$ cat src/rtl/core/mfps_pkg.sv
package mfps_pkg;

    localparam int CELL_W = 16;
    localparam int SUM_W  = 32;
    localparam int BEST_W = 31;
    localparam int COL_W  = 7;
    localparam int CFG_W  = 7;
    localparam int MIN_SIZE = 3;
    localparam int MAX_SIZE = 64;

    typedef logic signed [CELL_W-1:0] cell_t;
    typedef logic signed [SUM_W-1:0]  sum_t;

    typedef struct packed {
        logic first_row;
        logic use_left;
        logic use_right;
    } mfps_ctl_t;

    localparam sum_t SUM_MAX = {1'b0, {(SUM_W-1){1'b1}}};
    localparam sum_t SUM_MIN = {1'b1, {(SUM_W-1){1'b0}}};

endpackage

$ cat src/rtl/core/mfps_line.sv
module mfps_line
    import mfps_pkg::*;
#(
    parameter int DEPTH = 64,
    parameter int AW = 6
)
(
    input  logic          clk,
    input  logic          wr_en,
    input  logic [AW-1:0] wr_addr,
    input  sum_t          wr_data,
    input  logic [AW-1:0] rd_addr,
    output sum_t          rd_data
);

    sum_t mem [DEPTH];
    sum_t rd_data_reg;

    always_ff @(posedge clk)
    begin
        if (wr_en)
        begin
            mem[wr_addr] <= wr_data;
        end
    end

    always_ff @(posedge clk)
    begin
        rd_data_reg <= mem[rd_addr];
    end

    assign rd_data = rd_data_reg;

endmodule

$ cat src/rtl/core/mfps_cell.sv
module mfps_cell
    import mfps_pkg::*;
(
    input  cell_t     elem,
    input  sum_t      above_left,
    input  sum_t      above,
    input  sum_t      above_right,
    input  mfps_ctl_t ctl,
    output sum_t      sum
);

    sum_t                 best_above;
    logic signed [SUM_W:0] wide_sum;

    always_comb
    begin
        best_above = above;
        if (ctl.use_left && (above_left > best_above))
        begin
            best_above = above_left;
        end
        if (ctl.use_right && (above_right > best_above))
        begin
            best_above = above_right;
        end
        wide_sum = (SUM_W+1)'(elem) + (SUM_W+1)'(best_above);
        if (ctl.first_row)
        begin
            sum = SUM_W'(elem);
        end
        else if (wide_sum[SUM_W] != wide_sum[SUM_W-1])
        begin
            sum = wide_sum[SUM_W] ? SUM_MIN : SUM_MAX;
        end
        else
        begin
            sum = wide_sum[SUM_W-1:0];
        end
    end

endmodule

$ cat src/rtl/core/max_falling_path_sum.sv
// Maximum falling path sum over an n-by-n signed grid streamed in row-major
// order, n set by grid_size (clamped to 3..MAX_SIZE; any write restarts the
// grid). One element is taken per clock while cfg_valid is low; the result
// (best bottom-row sum and its 1-based column, both 0 if no sum is
// positive) is registered and shows in the cycle after the last element is
// taken. The rate is set by the line store: one write and one registered
// read per cycle, with the upper-right sum prefetched. Elements keep flowing
// while a result waits; only the next grid's last element is held back.
module max_falling_path_sum
    import mfps_pkg::*;
(
    input  logic                clk,
    input  logic                rst_n,
    input  logic                cfg_valid,
    output logic                cfg_ready,
    input  logic [CFG_W-1:0]    grid_size,
    input  logic                in_valid,
    output logic                in_ready,
    input  logic signed [15:0]  cell_value,
    output logic                out_valid,
    input  logic                out_ready,
    output logic [BEST_W-1:0]   best_sum,
    output logic [COL_W-1:0]    best_column
);

    localparam int AW = (MAX_SIZE > 1) ? $clog2(MAX_SIZE) : 1;
    localparam int NW = $clog2(MAX_SIZE + 1);

    logic [NW-1:0]     size_reg, size_next;
    logic [AW-1:0]     col_reg, col_next;
    logic [AW-1:0]     row_reg, row_next;
    sum_t              left_reg, left_next;
    sum_t              cur_reg, cur_next;
    sum_t              first_reg, first_next;
    logic [BEST_W-1:0] best_reg, best_next;
    logic [COL_W-1:0]  best_col_reg, best_col_next;
    logic              out_valid_reg, out_valid_next;
    logic [BEST_W-1:0] out_sum_reg, out_sum_next;
    logic [COL_W-1:0]  out_col_reg, out_col_next;

    logic [NW-1:0]     size_m1;
    logic              last_col, last_row, last_pos;
    logic              in_acc, cfg_acc;
    logic [AW-1:0]     rd_addr;
    sum_t              right_sum;
    sum_t              sum;
    mfps_ctl_t         ctl;
    logic [31:0]       col_plus;
    logic [BEST_W-1:0] upd_best;
    logic [COL_W-1:0]  upd_col;

    assign cfg_ready = 1'b1;
    assign cfg_acc   = cfg_valid && cfg_ready;
    assign size_m1   = size_reg - NW'(1);
    assign last_col  = (col_reg == size_m1[AW-1:0]);
    assign last_row  = (row_reg == size_m1[AW-1:0]);
    assign last_pos  = last_col && last_row;
    assign in_ready  = !cfg_valid && (!out_valid_reg || out_ready || !last_pos);
    assign in_acc    = in_valid && in_ready;

    assign ctl.first_row = (row_reg == '0);
    assign ctl.use_left  = (col_reg != '0);
    assign ctl.use_right = !last_col;

    mfps_cell u_cell (
        .elem        (cell_value),
        .above_left  (left_reg),
        .above       (cur_reg),
        .above_right (right_sum),
        .ctl         (ctl),
        .sum         (sum)
    );

    assign rd_addr = col_next + AW'(1);

    mfps_line #(
        .DEPTH (MAX_SIZE),
        .AW    (AW)
    ) u_line (
        .clk     (clk),
        .wr_en   (in_acc && !cfg_acc),
        .wr_addr (col_reg),
        .wr_data (sum),
        .rd_addr (rd_addr),
        .rd_data (right_sum)
    );

    assign col_plus = 32'(col_reg) + 32'd1;

    always_comb
    begin
        upd_best = best_reg;
        upd_col  = best_col_reg;
        if (last_row && (sum > 0) && (sum[BEST_W-1:0] > best_reg))
        begin
            upd_best = sum[BEST_W-1:0];
            upd_col  = col_plus[COL_W-1:0];
        end
    end

    always_comb
    begin
        size_next      = size_reg;
        col_next       = col_reg;
        row_next       = row_reg;
        left_next      = left_reg;
        cur_next       = cur_reg;
        first_next     = first_reg;
        best_next      = best_reg;
        best_col_next  = best_col_reg;
        out_valid_next = out_valid_reg && !out_ready;
        out_sum_next   = out_sum_reg;
        out_col_next   = out_col_reg;
        if (cfg_acc)
        begin
            if (grid_size < CFG_W'(MIN_SIZE))
            begin
                size_next = NW'(MIN_SIZE);
            end
            else if (32'(grid_size) > 32'(MAX_SIZE))
            begin
                size_next = NW'(MAX_SIZE);
            end
            else
            begin
                size_next = NW'(grid_size);
            end
            col_next      = '0;
            row_next      = '0;
            left_next     = '0;
            best_next     = '0;
            best_col_next = '0;
        end
        else if (in_acc)
        begin
            best_next     = upd_best;
            best_col_next = upd_col;
            if (col_reg == '0)
            begin
                first_next = sum;
            end
            if (last_col)
            begin
                col_next  = '0;
                left_next = '0;
                cur_next  = first_reg;
                if (last_row)
                begin
                    row_next       = '0;
                    best_next      = '0;
                    best_col_next  = '0;
                    out_valid_next = 1'b1;
                    out_sum_next   = upd_best;
                    out_col_next   = upd_col;
                end
                else
                begin
                    row_next = row_reg + AW'(1);
                end
            end
            else
            begin
                col_next  = col_reg + AW'(1);
                left_next = cur_reg;
                cur_next  = right_sum;
            end
        end
    end

    always_ff @(posedge clk or negedge rst_n)
    begin
        if (!rst_n)
        begin
            size_reg      <= NW'(MIN_SIZE);
            col_reg       <= '0;
            row_reg       <= '0;
            left_reg      <= '0;
            best_reg      <= '0;
            best_col_reg  <= '0;
            out_valid_reg <= 1'b0;
        end
        else
        begin
            size_reg      <= size_next;
            col_reg       <= col_next;
            row_reg       <= row_next;
            left_reg      <= left_next;
            best_reg      <= best_next;
            best_col_reg  <= best_col_next;
            out_valid_reg <= out_valid_next;
        end
    end

    always_ff @(posedge clk)
    begin
        cur_reg     <= cur_next;
        first_reg   <= first_next;
        out_sum_reg <= out_sum_next;
        out_col_reg <= out_col_next;
    end

    assign out_valid   = out_valid_reg;
    assign best_sum    = out_sum_reg;
    assign best_column = out_col_reg;

    // last element of a grid always produces a result
    a_last_gives_result: assert property (@(posedge clk) disable iff (!rst_n)
        (in_acc && !cfg_acc && last_pos) |=> out_valid_reg)
        else $error("result missing after last element");

    // a pending result is never overwritten
    a_no_overwrite: assert property (@(posedge clk) disable iff (!rst_n)
        !(in_acc && last_pos && out_valid_reg && !out_ready))
        else $error("last element taken while result stalled");

    // zero column goes with zero sum
    a_col_sum_pair: assert property (@(posedge clk) disable iff (!rst_n)
        out_valid_reg |-> ((out_col_reg == '0) == (out_sum_reg == '0)))
        else $error("best column and best sum disagree");

endmodule
$ cat config.mk
export PLATFORM = sky130hd
export DESIGN_NAME = max_falling_path_sum
export DESIGN_NICKNAME = d
export VERILOG_FILES = /design/src/rtl/core/mfps_pkg.sv /design/src/rtl/core/mfps_line.sv /design/src/rtl/core/mfps_cell.sv /design/src/rtl/core/max_falling_path_sum.sv
export SDC_FILE = /design/constraint.sdc
export NUM_CORES = 2
export LEC_CHECK = 0
export ABC_AREA = 1
export BUFFER_PORTS_ARGS = -buffer_cell sky130_fd_sc_hd__buf_2
export CAP_MARGIN = 20
export CELL_PAD_IN_SITES_DETAIL_PLACEMENT = 1
export CELL_PAD_IN_SITES_GLOBAL_PLACEMENT = 2
export CORE_MARGIN = 4
export CORE_UTILIZATION = 40
export CTS_CLUSTER_DIAMETER = 60
export DETAILED_ROUTE_END_ITERATION = 12
export GPL_TIMING_DRIVEN = 0
export PLACE_DENSITY = 0.76
export SETUP_SLACK_MARGIN = 0.02
export SLEW_MARGIN = 20
export SYNTH_ARGS = -nofsm -noshare
export SYNTH_HDL_FRONTEND = slang
export SYNTH_SLANG_ARGS = --single-unit
export TNS_END_PERCENT = 50
$ cat constraint.sdc
create_clock -name clk -period 13.2 [get_ports clk]
set_input_delay 2.64 -clock clk [delete_from_list [all_inputs] [get_ports clk]]
set_output_delay 2.64 -clock clk [all_outputs]
set_load 0.005 [all_outputs]
# Word level (Yosys, flattened, before mapping)

Memory sizes are Yosys's and may differ from the RTL's. A register that Yosys moved wholly into a read port is not among the register bits.
Cells that the tools add are included.

Flip-flop bits (word level): 191
Bits in writable memories: 2048
Input port bits: 28
Output and inout port bits: 41
Memories: 1

Memories:

| name       | depth | width | rd ports | clocked after memory_dff | write ports | line            | RTL |
|---|---|---|---|---|---|---|---|
| u_line.mem | 64    | 32    | 1        | 1                        | 1           | mfps_line.sv:16 | `sum_t mem [DEPTH];` |

Add/subtract/negate cells: 6
$lt $le $gt $ge: 6
Equal/unequal tests: 3
Mux-type cells: 34
Bitwise gates (word level): 1
Reduce and logical (&&, ||, !) cells: 25

Operators with widths:

| operator              | number |
|---|---|
| $mux W32              | 9 |
| $mux W31              | 5 |
| $gt A32 B32 Y1        | 2 |
| $mux W6               | 9 |
| $mux W7               | 5 |
| $add A16 B32 Y33      | 1 |
| $gt A32 B1 Y1 const B | 1 |
| $gt A31 B31 Y1        | 1 |
| $add A6 B1 Y6 const B | 3 |
| $eq A6 B6 Y1          | 2 |
| $logic_not A6 Y1      | 2 |
| $logic_and A1 B1 Y1   | 9 |
| $add A6 B1 Y7 const B | 1 |
| $gt A7 B7 Y1 const B  | 1 |
| $lt A7 B2 Y1 const B  | 1 |
| $mux W1               | 6 |
| $reduce_bool A6 Y1    | 1 |
| $sub A6 B1 Y6 const B | 1 |
| $logic_not A1 Y1      | 5 |
| $reduce_and A2 Y1     | 2 |
| $reduce_and A4 Y1     | 1 |
| $reduce_bool A2 Y1    | 2 |
| $reduce_and A3 Y1     | 1 |
| $logic_or A1 B1 Y1    | 2 |
| other kinds (2)       | 2 |

# Depth between registers and ports, before layout

Depth in word-level cells: 18
Gate-level depth with buffers: 63
Depth with buffers taken out: 59

# By module

Synthesis repeated with hierarchy kept, for this count alone.

Cell total of the unflattened synthesis: 8623
Area total of the unflattened synthesis: 96827.9 µm²

By module, submodules not included:

| module               | times used | cells an instance | area an instance (µm²) | sequential area each (µm²) |
|---|---|---|---|---|
| mfps_line            | 1          | 6769              | 82738.1                | 62139.6 |
| max_falling_path_sum | 1          | 900               | 8831.0                 | 5292.6 |
| mfps_cell            | 1          | 954               | 5258.8                 | 0.0 |

# Worst setup path before layout

No wires, ideal clock.

Path kind: register to register
From: register left_reg[19]
To: register out_sum_reg[10] (netlist: best_sum[10]), data pin
Arrival: 9.544 ns
Required time: 12.945 ns
Path slack: 3.401 ns
Cell stages (with the launch flop): 55
Buffers on the path: 4
Cells stage by stage: dfrtp_1 ha_1 a21oi_1 o21ai_0 a21oi_1 nor2_1 o21ai_0 a21oi_1 a211oi_1 a21o_1 nand3_1 clkbuf_1 nand2_1 o21ai_0 ha_1 nand2_1 nor3b_1 nand4_1 [... 19 more ...] nor2_1 nor2_1 a21oi_1 ha_1 nand2_1 inv_1 nand3_1 inv_1 nand4_1 nor4_1 o21ai_0 nand2_1 o21ai_0 nor3_1 clkbuf_1 buf_1 nand3_1 and2_1

Word-level cells in the longest chain between the ends: 14
Elaborated cells on any way between the ends: 16
Those cells by class: add/sub (1); order compare (4); eq/ne (1); mux (6); reduce/logical (4)

Ends and longest elaborated chain:

| item                                            | line                             | RTL |
|---|---|---|
| from (decl)                                     | max_falling_path_sum.sv:32       | `sum_t left_reg, left_next;` |
| from (signal assigned)                          | max_falling_path_sum.sv:187      | `left_reg <= left_next;` |
| $gt A32 B32 Y1                                  | mfps_cell.sv:18                  | `if (ctl.use_left && (above_left > best_above))` |
| $logic_and A1 B1 Y1                             | mfps_cell.sv:18                  |  |
| $mux W32 *                                      | mfps_cell.sv:18                  |  |
| $gt A32 B32 Y1                                  | mfps_cell.sv:22                  | `if (ctl.use_right && (above_right > best_above))` |
| $logic_and A1 B1 Y1                             | mfps_cell.sv:22                  |  |
| $mux W32 *                                      | mfps_cell.sv:22                  |  |
| $add A16 B32 Y33 *                              | mfps_cell.sv:26                  | `wide_sum = (SUM_W+1)'(elem) + (SUM_W+1)'(best_above);` |
| $mux W32 / $ne A1 B1 Y1 (equally long branches) | mfps_cell.sv:33, mfps_cell.sv:31 |  |
| $mux W32 *                                      | mfps_cell.sv:31                  | `else if (wide_sum[SUM_W] != wide_sum[SUM_W-1])` |
| $mux W32 *                                      | mfps_cell.sv:27                  | `if (ctl.first_row)` |
| net sum[30]                                     | max_falling_path_sum.sv:46       | `sum_t sum;` |
| $gt A32 B1 Y1                                   | max_falling_path_sum.sv:94       | `if (last_row && (sum > 0) && (sum[BEST_W-1:0] > best_reg))` |
| $logic_and A1 B1 Y1                             | max_falling_path_sum.sv:94       |  |
| $logic_and A1 B1 Y1 *                           | max_falling_path_sum.sv:94       |  |
| $mux W31 *                                      | max_falling_path_sum.sv:94       |  |
| net upd_best[10]                                | max_falling_path_sum.sv:49       | `logic [BEST_W-1:0] upd_best;` |
| to (signal assigned)                            | max_falling_path_sum.sv:198      | `out_sum_reg <= out_sum_next;` |
| to (decl)                                       | max_falling_path_sum.sv:38       | `logic [BEST_W-1:0] out_sum_reg, out_sum_next;` |

The timed path passes the listed nets; every way through them passes the cells marked *.
A chain may end at the register's enable or synchronous reset.

# Final worst setup path

From: register col_reg[3]
To: register out_sum_reg[26] (netlist: best_sum[26]), data pin

Word-level cells in the longest chain between the ends: 14
Elaborated cells on any way between the ends: 18
Those cells by class: add/sub (1); order compare (3); eq/ne (2); mux (6); reduce/logical (6)

Ends and longest elaborated chain:

| item                                            | line                             | RTL |
|---|---|---|
| from (decl)                                     | max_falling_path_sum.sv:30       | `logic [AW-1:0] col_reg, col_next;` |
| from (signal assigned)                          | max_falling_path_sum.sv:185      | `col_reg <= col_next;` |
| $reduce_bool A6 Y1                              | max_falling_path_sum.sv:62       | `assign ctl.use_left = (col_reg != '0);` |
| $logic_and A1 B1 Y1                             | mfps_cell.sv:18                  |  |
| $mux W32                                        | mfps_cell.sv:18                  |  |
| $gt A32 B32 Y1                                  | mfps_cell.sv:22                  |  |
| $logic_and A1 B1 Y1                             | mfps_cell.sv:22                  |  |
| $mux W32 *                                      | mfps_cell.sv:22                  |  |
| $add A16 B32 Y33 *                              | mfps_cell.sv:26                  |  |
| $mux W32 / $ne A1 B1 Y1 (equally long branches) | mfps_cell.sv:33, mfps_cell.sv:31 |  |
| $mux W32 *                                      | mfps_cell.sv:31                  |  |
| $mux W32 *                                      | mfps_cell.sv:27                  |  |
| net sum[2]                                      | max_falling_path_sum.sv:46       |  |
| $gt A32 B1 Y1                                   | max_falling_path_sum.sv:94       |  |
| $logic_and A1 B1 Y1                             | max_falling_path_sum.sv:94       |  |
| $logic_and A1 B1 Y1 *                           | max_falling_path_sum.sv:94       |  |
| $mux W31 *                                      | max_falling_path_sum.sv:94       |  |
| net upd_best[26]                                | max_falling_path_sum.sv:49       |  |

Marks and branches as above.

==> impl_results.html <==
<table>
<tr><th>Metric</th><th>Value</th></tr>
<tr><th colspan="2">Status</th></tr>
<tr><td>Run status</td><td>completed</td></tr>
<tr><th colspan="2">STA</th></tr>
<tr><td>Setup skew after layout</td><td>0.06999 ns</td></tr>
<tr><td>Setup TNS</td><td>0 ns</td></tr>
<tr><td>Final worst-path setup slack</td><td>0.8884 ns</td></tr>
<tr><td>Fin crit period</td><td>12.31 ns</td></tr>
<tr><td>Share of the clock period used by the worst path after layout</td><td>93.27%</td></tr>
<tr><td>Min Hold Slack</td><td>0.4771 ns</td></tr>
<tr><td>Final count of hold timing violations</td><td>0</td></tr>
<tr><td>Setup repair after global routing missed its margin</td><td>no</td></tr>
<tr><td>Highest Clock Rate</td><td>81.22 MHz</td></tr>
<tr><td>Relative slew slack</td><td>16.86%</td></tr>
<tr><td>Final setup violation count</td><td>0</td></tr>
<tr><td>Max-slew violation total from the final report</td><td>0</td></tr>
<tr><td>Transition at the pin with the smallest max-transition slack</td><td>1.246 ns</td></tr>
<tr><th colspan="2">Logic synthesis</th></tr>
<tr><td>Syn avg cell area</td><td>9.802 µm²</td></tr>
<tr><td>Cell taking the most area after synthesis</td><td>edfxtp_1</td></tr>
<tr><td>Cell with the most instances after synthesis</td><td>nand2_1</td></tr>
<tr><td>Share of Yosys cell area claimed by the top area cell type</td><td>61.80%</td></tr>
<tr><td>Cells after Synth</td><td>10,660</td></tr>
<tr><td>Netlist area before placement</td><td>0.1045 mm²</td></tr>
<tr><td>Number of distinct standard cells referenced by the synthesized netlist</td><td>51</td></tr>
<tr><td>Proportion of synthesized flip-flops having asynchronous set or reset</td><td>3.919%</td></tr>
<tr><td>Number of enable-type register cells in the synthesized netlist</td><td>2,150</td></tr>
<tr><td>Number of warning messages in the yosys log</td><td>0</td></tr>
<tr><td>Flops &amp; latches, synth</td><td>2,271</td></tr>
<tr><td>Post-Syn Nets</td><td>10,820</td></tr>
<tr><td>Cells taking the most area after synthesis</td><td>edfxtp_1 (62%), nand3_1 (11%), nand2_1 (8.8%)</td></tr>
<tr><td>Commonest cells post-synth</td><td>nand2_1 (2,458), nand3_1 (2,348), inv_1 (2,285)</td></tr>
<tr><td>Dominant register cell in the synthesized netlist</td><td>edfxtp_1</td></tr>
<tr><td>Register area share after synthesis</td><td>64.55%</td></tr>
<tr><th colspan="2">Setup path</th></tr>
<tr><td>Top cell by count, worst path</td><td>nand2_1</td></tr>
<tr><td>Nature of the critical path endpoint</td><td>flip-flop</td></tr>
<tr><td>Largest incremental delay on the critical path</td><td>0.62 ns</td></tr>
<tr><td>Library cell contributing the largest single delay on the critical path</td><td>a2111oi_0</td></tr>
<tr><td>Critical Path RT</td><td>13.77 ns</td></tr>
<tr><td>Peak fanout along the critical path</td><td>18</td></tr>
<tr><td>R2r worst-path depth</td><td>53</td></tr>
<tr><td>Critical path startpoint category</td><td>flip-flop</td></tr>
<tr><td>Endpoint of the lowest-slack register-to-register path</td><td>best_sum[26]$_DFFE_PP_</td></tr>
<tr><td>Critical Setup Path Class</td><td>flip-flop to flip-flop</td></tr>
<tr><td>Worst R2R Setup Slack</td><td>0.89 ns</td></tr>
<tr><td>Crit path DAT</td><td>12.88 ns</td></tr>
<tr><td>FF-to-FF Start</td><td>col_reg[3]$_DFF_PN0_</td></tr>
<tr><th colspan="2">Clock tree</th></tr>
<tr><td>Post_cts resized</td><td>0</td></tr>
<tr><td>Clock transition at the registers of the reported paths</td><td>0.06 ns</td></tr>
<tr><td>Number of clock buffers inserted by TritonCTS</td><td>275</td></tr>
<tr><td>Maximum clock path buffer count</td><td>4</td></tr>
<tr><td>Clk sinks</td><td>2,271</td></tr>
<tr><td>Latest clock arrival within the worst-skew pair</td><td>0.88 ns</td></tr>
<tr><td>Root buffer cell</td><td>clkbuf_16</td></tr>
<tr><td>Quantity of hold-fixing buffers added after cts</td><td>0</td></tr>
<tr><td>Clock H-tree levels</td><td>5</td></tr>
<tr><td>Setup Fix Bufs, Post-CTS</td><td>0</td></tr>
<tr><td>Clock tree from TritonCTS</td><td>done</td></tr>
<tr><th colspan="2">Global route</th></tr>
<tr><td>Pin count of the biggest net entering global routing</td><td>63</td></tr>
<tr><td>Congestion Overflow GR</td><td>0</td></tr>
<tr><td>Tot GR Track Use</td><td>31.09%</td></tr>
<tr><td>Via count of the first global-routing pass</td><td>81,530</td></tr>
<tr><td>Wire length of the first global-routing pass</td><td>600,000 µm</td></tr>
<tr><td>Initial antenna violation count</td><td>40</td></tr>
<tr><th colspan="2">Route</th></tr>
<tr><td>Detailed-router iteration count before antenna repair</td><td>6</td></tr>
<tr><td>Average wire per cell in the routed design</td><td>28.95 µm</td></tr>
<tr><td>DRC violations left</td><td>0</td></tr>
<tr><td>DR vias</td><td>81,390</td></tr>
<tr><td>Violation count after the first detailed-route iteration</td><td>10,360</td></tr>
<tr><td>DR vias/cell</td><td>5.494</td></tr>
<tr><td>Total length of routed wires</td><td>428,900 µm</td></tr>
<tr><td>Number of nets with antenna violations after detailed routing</td><td>0</td></tr>
<tr><th colspan="2">Cells and area</th></tr>
<tr><td>Number of fillers in the final layout</td><td>28,810</td></tr>
<tr><td>Number of nets at the end of the flow</td><td>11,360</td></tr>
<tr><td>Multi-input combinational cell area</td><td>0.02661 mm²</td></tr>
<tr><td>Top reg by flops</td><td>u_line.mem</td></tr>
<tr><td>Storage cell area</td><td>0.06743 mm²</td></tr>
<tr><td>Proportion of layout cells with a drive suffix above 1</td><td>9.491%</td></tr>
<tr><td>Area added between synthesis and finish</td><td>17.08%</td></tr>
<tr><td>Count of placed standard cells in the final layout, fillers left out</td><td>14,810</td></tr>
<tr><td>Cell area after layout</td><td>0.1223 mm²</td></tr>
<tr><td>Largest register FFs</td><td>2,048</td></tr>
<tr><th colspan="2">Worst hold path</th></tr>
<tr><td>Min-Delay Endpoint</td><td>best_reg[2]$_DFFE_PN0P_</td></tr>
<tr><td>Worst hold path depth</td><td>2</td></tr>
<tr><td>Hold path start</td><td>best_reg[2]$_DFFE_PN0P_</td></tr>
<tr><td>Hold/Removal Path Class</td><td>flip-flop to flip-flop</td></tr>
<tr><th colspan="2">Place</th></tr>
<tr><td>Placed cell area</td><td>0.1138 mm²</td></tr>
<tr><td>Number of port buffers</td><td>67</td></tr>
<tr><td>HPWL reported at the end of detailed placement</td><td>311,500 µm</td></tr>
<tr><td>Worst slack at placement</td><td>0.6794 ns</td></tr>
<tr><td>RePlAce Congestion</td><td>0.9122</td></tr>
<tr><td>Cell Count Post-Placement</td><td>14,320</td></tr>
<tr><th colspan="2">Floorplanning</th></tr>
<tr><td>Die Width</td><td>519.0 µm</td></tr>
<tr><td>Die Outline Area</td><td>0.2694 mm²</td></tr>
<tr><td>Count of standard-cell rows</td><td>187</td></tr>
<tr><td>Core box area</td><td>0.2597 mm²</td></tr>
<tr><td>Die boundary height</td><td>519.0 µm</td></tr>
<tr><td>Initial core utilization</td><td>40.22%</td></tr>
<tr><td>I/O Pins</td><td>69</td></tr>
<tr><th colspan="2">Power and ir drop</th></tr>
<tr><td>Total power per unit cell area</td><td>162.5 mW/mm²</td></tr>
<tr><td>Leak Pwr</td><td>53.02 nW</td></tr>
<tr><td>Largest voltage drop on the vdd net</td><td>0.1084 mV</td></tr>
<tr><th colspan="2">Flow run</th></tr>
<tr><td>Maximum capacitance violations</td><td>0</td></tr>
</table>
==> per-layer routing <==
metal	GRT usage (%)	vias to the layer above	wire length (µm)
met5	0	-	32
met4	13.46	4	21790
met3	4.940	747	36280
met2	49.55	3474	196300
met1	42.20	41420	174500
li1	-	35740	-
==> report_power, final <==
group	switching, W	total, W	internal, W
Sequential	0.0000741	0.00809	0.00801
Clock	0.00309	0.00731	0.00423
Combinational	0.00332	0.00447	0.00115
Total	0.00648	0.0199	0.0134
==> stage by stage <==
step | power [W] | utilization [%]
global placement | 0.01250 | 41.99
floorplan | 0.01067 | -
detailed placement | 0.01261 | 43.82
finish | 0.01987 | 47.09
CTS | 0.01989 | 47.08
global route | 0.02058 | 47.09
==> critical path, delay by kind of cell, from the launching register on <==
kind	cells	cell delay, ns
compound gates	15	3.42
buf+inv	12	3.22
flops	1	0.32
simple gates	23	3.92
fa+ha+maj	3	1.12
==> worst max-delay path by stage <==
stage	startpoint	endpoint	slack, ns
finish	col_reg[3]$_DFF_PN0_	best_sum[26]$_DFFE_PP_	0.89
detailed placement	col_reg[3]$_DFF_PN0_	best_sum[26]$_DFFE_PP_	0.68
CTS	col_reg[3]$_DFF_PN0_	best_sum[26]$_DFFE_PP_	0.59
floorplan	left_reg[19]$_DFFE_PN0P_	best_sum[10]$_DFFE_PP_	3.40
global route	col_reg[3]$_DFF_PN0_	best_sum[26]$_DFFE_PP_	0.15
global placement	cur_reg[0]$_DFFE_PP_	best_column[5]$_DFFE_PP_	-4.76
==> kinds of logic after synthesis <==
kind of cell | synth area share, %
buf+inv | 10.57
simple gates | 21.56
xor+xnor | 0.3066
other cells | 0.003590
compound gates | 1.398
flops | 64.55
fa+ha+maj | 1.612
==> final cells by class <==
cell class | count | share of cell area (%)
Sequential cell | 2271 | 55.13
Multi-Input combinational cell | 5557 | 21.75
Buffer | 531 | 1.992
Antenna cell | 11 | 0.02251
Tap cell | 3402 | 3.480
Clock inverter | 128 | 0.8562
Inverter | 2299 | 7.119
Clock buffer | 350 | 6.060
Timing Repair Buffer | 264 | 3.585
==> cells in the final DEF (no fill, tap or decap), types with 14 or more instances in the layout <==
cell type	count
a21oi_1	93
and2_1	38
buf_1	33
buf_12	80
buf_16	78
buf_2	356
buf_4	34
clkbuf_1	246
clkbuf_16	282
clkbuf_2	14
clkinv_1	56
clkinv_2	33
dfrtp_1	87
dfxtp_1	32
edfxtp_1	2150
ha_1	133
inv_1	2266
inv_6	21
nand2_1	2447
nand3_1	2348
nand4_1	48
nor2_1	106
nor2_4	62
nor3_1	17
o21ai_0	132
xnor2_1	17
xor2_1	14
(Power assumes the default switching activity.)
